==> src/rtl/core/ndd_pkg.sv <==
// Package for the Newton divided-difference interpolator.
// Types, constants and state codes shared by the top level and the divider.
// No dependencies.
`default_nettype none
package ndd_pkg;
	localparam int unsigned MAX_POINTS_DEF = 16;
	localparam int unsigned FRAC_BITS_DEF = 16;
	localparam logic [4:0] POINT_COUNT_RST = 5'd5;

	localparam logic ACT_LOAD = 1'b0;
	localparam logic ACT_EVAL = 1'b1;

	localparam logic [1:0] ST_OK = 2'd0;
	localparam logic [1:0] ST_SAT = 2'd1;
	localparam logic [1:0] ST_ZDIV = 2'd2;

	typedef struct packed {
		logic action;
		logic [3:0] node_index;
		logic signed [31:0] node_x;
		logic signed [31:0] node_y;
		logic signed [31:0] query_x;
	} in_item_t;

	typedef struct packed {
		logic signed [31:0] interp_value;
		logic [1:0] status;
	} out_item_t;

	typedef enum logic [3:0] {
		S_IDLE, S_COPY, S_RD, S_RD2, S_SUB, S_DIV, S_DWR, S_PMUL, S_AMUL,
		S_ACC, S_DONE
	} state_t;

	// saturate a 34-bit sum/difference into 32 bits
	function automatic logic [32:0] sat34(input logic signed [33:0] v);
		logic [32:0] r;
		if (v > 34'sh07FFFFFFF) r = {1'b1, 32'h7FFFFFFF};
		else if (v < -34'sh080000000) r = {1'b1, 32'h80000000};
		else r = {1'b0, v[31:0]};
		return r;
	endfunction
endpackage
`default_nettype wire

==> src/rtl/core/ndd_div.sv <==
// Sequential restoring divider: (a << FRAC_BITS) / b, truncated toward zero,
// saturated to 32 bits. One quotient bit per cycle. Uses ndd_pkg.
`default_nettype none
module ndd_div import ndd_pkg::*; #(
	parameter int unsigned FRAC_BITS = FRAC_BITS_DEF
) (
	input wire logic clk,
	input wire logic arst_n,
	input wire logic go,
	input wire logic signed [31:0] a,
	input wire logic signed [31:0] b,
	output logic done,
	output logic signed [31:0] q,
	output logic sat
);
	localparam int NW = 32 + FRAC_BITS;
	localparam int CW = $clog2(NW + 1);
	logic [NW-1:0] num_q, quo_q;
	logic [31:0] den_q;
	logic [32:0] rem_q;
	logic neg_q, run_q;
	logic [CW-1:0] cnt_q;
	logic [32:0] trial;
	logic [NW:0] sq;

	assign trial = {rem_q[31:0], num_q[NW-1]} - {1'b0, den_q};

	always_ff @(posedge clk or negedge arst_n) begin
		if (!arst_n) begin
			run_q <= 1'b0;
			done <= 1'b0;
			cnt_q <= '0;
		end else begin
			done <= !go && run_q && (cnt_q == CW'(1));
			if (go) begin
				run_q <= 1'b1;
				cnt_q <= CW'(NW);
				num_q <= {(a[31] ? 32'(-a) : 32'(a)), {FRAC_BITS{1'b0}}};
				den_q <= b[31] ? 32'(-b) : 32'(b);
				neg_q <= a[31] ^ b[31];
				rem_q <= '0;
				quo_q <= '0;
			end else if (run_q) begin
				if (!trial[32]) rem_q <= trial;
				else rem_q <= {rem_q[31:0], num_q[NW-1]};
				num_q <= {num_q[NW-2:0], 1'b0};
				quo_q <= {quo_q[NW-2:0], ~trial[32]};
				cnt_q <= cnt_q - 1'b1;
				if (cnt_q == CW'(1)) run_q <= 1'b0;
			end
		end
	end

	always_comb begin
		sq = neg_q ? (NW+1)'(-{1'b0, quo_q}) : {1'b0, quo_q};
		sat = 1'b0;
		q = sq[31:0];
		if (!neg_q && quo_q > NW'(32'h7FFFFFFF)) begin
			sat = 1'b1;
			q = 32'h7FFFFFFF;
		end else if (neg_q && quo_q > NW'(33'h80000000)) begin
			sat = 1'b1;
			q = 32'h80000000;
		end
	end
endmodule
`default_nettype wire

==> config.mk <==
export PLATFORM = sky130hd
export DESIGN_NAME = ndd_div
export DESIGN_NICKNAME = d
export VERILOG_FILES = /design/src/rtl/core/ndd_pkg.sv /design/src/rtl/core/ndd_div.sv
export SDC_FILE = /design/constraint.sdc
export NUM_CORES = 1
export LEC_CHECK = 0
export BUFFER_PORTS_ARGS = -buffer_cell sky130_fd_sc_hd__buf_2
export CORE_MARGIN = 2
export CORE_UTILIZATION = 60
export CTS_CLUSTER_DIAMETER = 100
export DETAILED_ROUTE_END_ITERATION = 12
export GPL_TIMING_DRIVEN = 0
export PLACE_DENSITY = 0.81
export SYNTH_ARGS = -nofsm -noshare
export SYNTH_HDL_FRONTEND = slang
export SYNTH_SLANG_ARGS = --single-unit
==> constraint.sdc <==
create_clock -name clk -period 3.5 [get_ports clk]
set_input_delay 0.35 -clock clk [delete_from_list [all_inputs] [get_ports clk]]
set_output_delay 0.35 -clock clk [all_outputs]
set_load 0.03 [all_outputs]
==> qor.csv <==
metric,value,unit
timing.clock.skew,10.4,ps
synthToLayoutAreaGrowth,16.9,%
postPlaceCellArea,0.0122,mm²
seq_area,0.00503,mm²
antenna_found_initial,0,
post_synthesis_instance_area,0.0113,mm²
timing.slew.headroom,0.392,
ys_seq_elements,169,
pin_count_of_the_biggest_net_entering_global_routing,68,
place_congestion,0.920,
switchingPower,2.45,mW
min_path_cells,1,
critPathCaptureType,output pin,
grt.met1_usage,0.388,
synth_async_sr_flop_share,0.0473,
max-vdd-ir-drop,0.393,mV
biggest_cell_delay_along_the_critical_path,440,ps
cts_buffer_depth,2,
final_worst_path_period_share,0.980,
antenna_left,0,
worstPathCellList,"inv_2, ha_4, nand2b_4, nor4_4, nand4_1, or3_4, nor3_4, buf_4, buf_4, nand2_1, a21o_1, a21oi_1, buf_2",
multi_input_comb_area,0.00602,mm²
final_tns_setup,0,ps
first_global_vias,9011,
critical_path_launch_point_type,flop,
tritoncts_num_sinks,169,
dpl.cell_count,1500,
synth.yosys.warnings,0,
detail_route.wl_per_cell,16.9,µm
finalMaxSlewViolations,0,
critical-path-top-cell-by-count,buf_4,
fraction_of_post_synthesis_cell_area_in_the_top_cell_type_by_area,0.427,
switching_share,0.358,
critical_path_arrival,3080,ps
cell_internal_pwr,4.39,mW
synth_instances,1165,
worst_ep_required_time,3150,ps
initial_utilization,0.609,
cp_slowest_cell,edfxtp_1,
hold_path_startpoint,b[0],
worstReg2RegEnd,rem_q[3],
post_drt_via_cell_ratio,6.10,
grt_first_pass_wirelength,43900,µm
r2r_cells,10,
timing.hold.worst.class,input pin to flop,
cellLeakagePower,5.50,nW
design_power_total,6.84,mW
synth-edff-count,161,
fillerInstances,1358,
global_route.usage.met2,0.431,
die_x,141,µm
final_cell_count_no_fill,1556,
dieArea,0.0200,mm²
first_iter_violations,880,
groute.usage.overall,0.271,
synth.avg_cell_area,9.72,µm²
finish.utilization,0.712,
timing.max_cap.violations,0,
synth-seq-area-share,0.445,
dp_hpwl,18600,µm
synthFlopType,edfxtp_1,
dr_total_vias,9484,
clock_tree.root_cell,clkbuf_16,
detail_route.first_pass.iterations,5,
place.port_buffers,100,
share_comb_of_total_power,0.331,
achievable_freq,291,MHz
routed_wl,26300,µm
min_period,3430,ps
power.sequential.fraction,0.393,
critical_path_class,flop to output pin,
rr_startpoint,rem_q[26],
diodes,0,
proportion_of_power_drawn_by_the_clock_network,0.276,
synth.net_count,1270,
clk_transition_reported_paths,70,ps
setup_viol,0,
synthDominantAreaCellType,edfxtp_1,
r2r_slack,170,ps
min_to,den_q[0],
drive_above_1_share,0.164,
cts_inserted_buffers,17,
remaining_drc_errors,0,
clock_latency,440,ps
grt-ovfl-total,0,
die-height,141,µm
global_route.usage.met3,0.0371,
finalInstanceArea,0.0132,mm²
critPathMaxFanout,4,
num-nets-final,1414,
grt_busiest_layer,met2,
cts_tree,yes,
library_cells_used_by_synthesis,67,
slew_at_the_pin_closest_to_its_max_slew_limit,910,ps
yosys-top-cells-area,"edfxtp_1 43%, xnor2_1 6.2%, mux2i_1 5.9%",
run_status,completed,
io_pins,101,
fp.coreArea,0.0186,mm²
cts.htree.levels,4,
core.rowCount,50,
power-per-cell-area,517,mW/mm²
hold_viol_final,0,
[critical path, delay by kind of cell, from the launching register on]
family / cells / cell delay (ps)
AOI/OAI and AO/OA: 2 / 390
adders and majority gates: 1 / 150
buffers and inverters: 4 / 590
DFF: 1 / 440
and+or+nand+nor: 6 / 1060
[sequential cells by signal (all words and copies together) (netlist names)]
| register | flops |
|---|---|
| done | 1 |
| num_q | 48 |
| den_q | 32 |
| quo_q | 48 |
| neg_q | 1 |
| rem_q | 32 |
| run_q | 1 |
| cnt_q | 6 |
[cells in the final DEF, fill, tap and decap left out, drive strengths merged, types with 37 or more instances in the layout]
cell type	count
a21oi	78
buf	136
clkbuf	68
edfxtp	161
ha	37
inv	66
mux2i	67
nand2	77
nor2	152
o21ai	63
xnor2	80
[routing by layer]
layer / vias up / routed length (µm)
met2: 328 / 12400
met1: 4506 / 12100
met4: 0 / 541
met3: 49 / 1300
met5: - / 0
li1: 4601 / -
[cell families (layout without fill, tap and decap cells)]
kind of cell | after synthesis | in the layout | synth area share
AOI/OAI and AO/OA | 297 | 297 | 0.173
muxes | 68 | 68 | 0.0602
DFF | 169 | 169 | 0.445
and+or+nand+nor | 365 | 365 | 0.156
xor gates and xnor gates | 108 | 108 | 0.0836
adders and majority gates | 38 | 38 | 0.0427
buffers and inverters | 120 | 277 | 0.0400
[synthesized netlist by cell type (all sizes together), types with 25 or more instances]
library cell and count:
a21oi 78, o21ai 63, a22o 30, o31ai 25, ha 37, clkbuf 52
inv 57, nand2 77, nor2 152, mux2i 67, xor2 28, xnor2 80
or3 27, edfxtp 161
[repair_timing]
item / CTS / global route
gates resized for setup: 76 / 22
endpoints found under the hold margin: 3 / 0
gates cloned: 1 / 0
pin swaps: 9 / 9
hold buffers: 1 / 0
endpoints found under the setup margin: 64 / 66
setup buffers: 10 / 12
[worst max path at each step]
stage | start | to | slack, ps | depth (start not counted)
after floorplan | quo_q[0] | q[20] | -40 | 11
after global placement | arst_n | num_q[23] | -1070 | 2
after detailed placement | quo_q[0] | q[20] | -390 | 12
after CTS | quo_q[1] | q[20] | -130 | 12
after global routing | quo_q[1] | q[7] | -10 | 12
final | quo_q[1] | q[30] | 70 | 13
[layout make-up]
cell class | count | area share
Buffer | 63 | 0.0206
Clock buffer | 17 | 0.0322
Clock inverter | 15 | 0.0130
Inverter | 57 | 0.0162
Multi-Input combinational cell | 876 | 0.455
Sequential cell | 169 | 0.381
Tap cell | 234 | 0.0221
Timing Repair Buffer | 125 | 0.0602
[stage by stage]
stage          setup slack, ps  hold slack [ps]
4_1_cts                   -132              150
3_3_place_gp             -1070              512
5_1_grt                  -13.2              155
6_report                  68.4              165
3_5_place_dp              -393              359
2_1_floorplan            -42.4             54.4
[power groups by stage]
| stage | Clock [mW] | Combinational [mW] | Sequential, mW |
|---|---|---|---|
| 6_report | 1.89 | 2.26 | 2.69 |
| 5_1_grt | 2.00 | 2.51 | 2.71 |
| 4_1_cts | 1.91 | 2.18 | 2.68 |
| 3_5_place_dp | 0 | 2.08 | 2.71 |
| 3_3_place_gp | 0 | 2.01 | 2.72 |
| 2_1_floorplan | 0 | 1.59 | 2.65 |
Note: power is estimated with default switching activity, not from simulation.
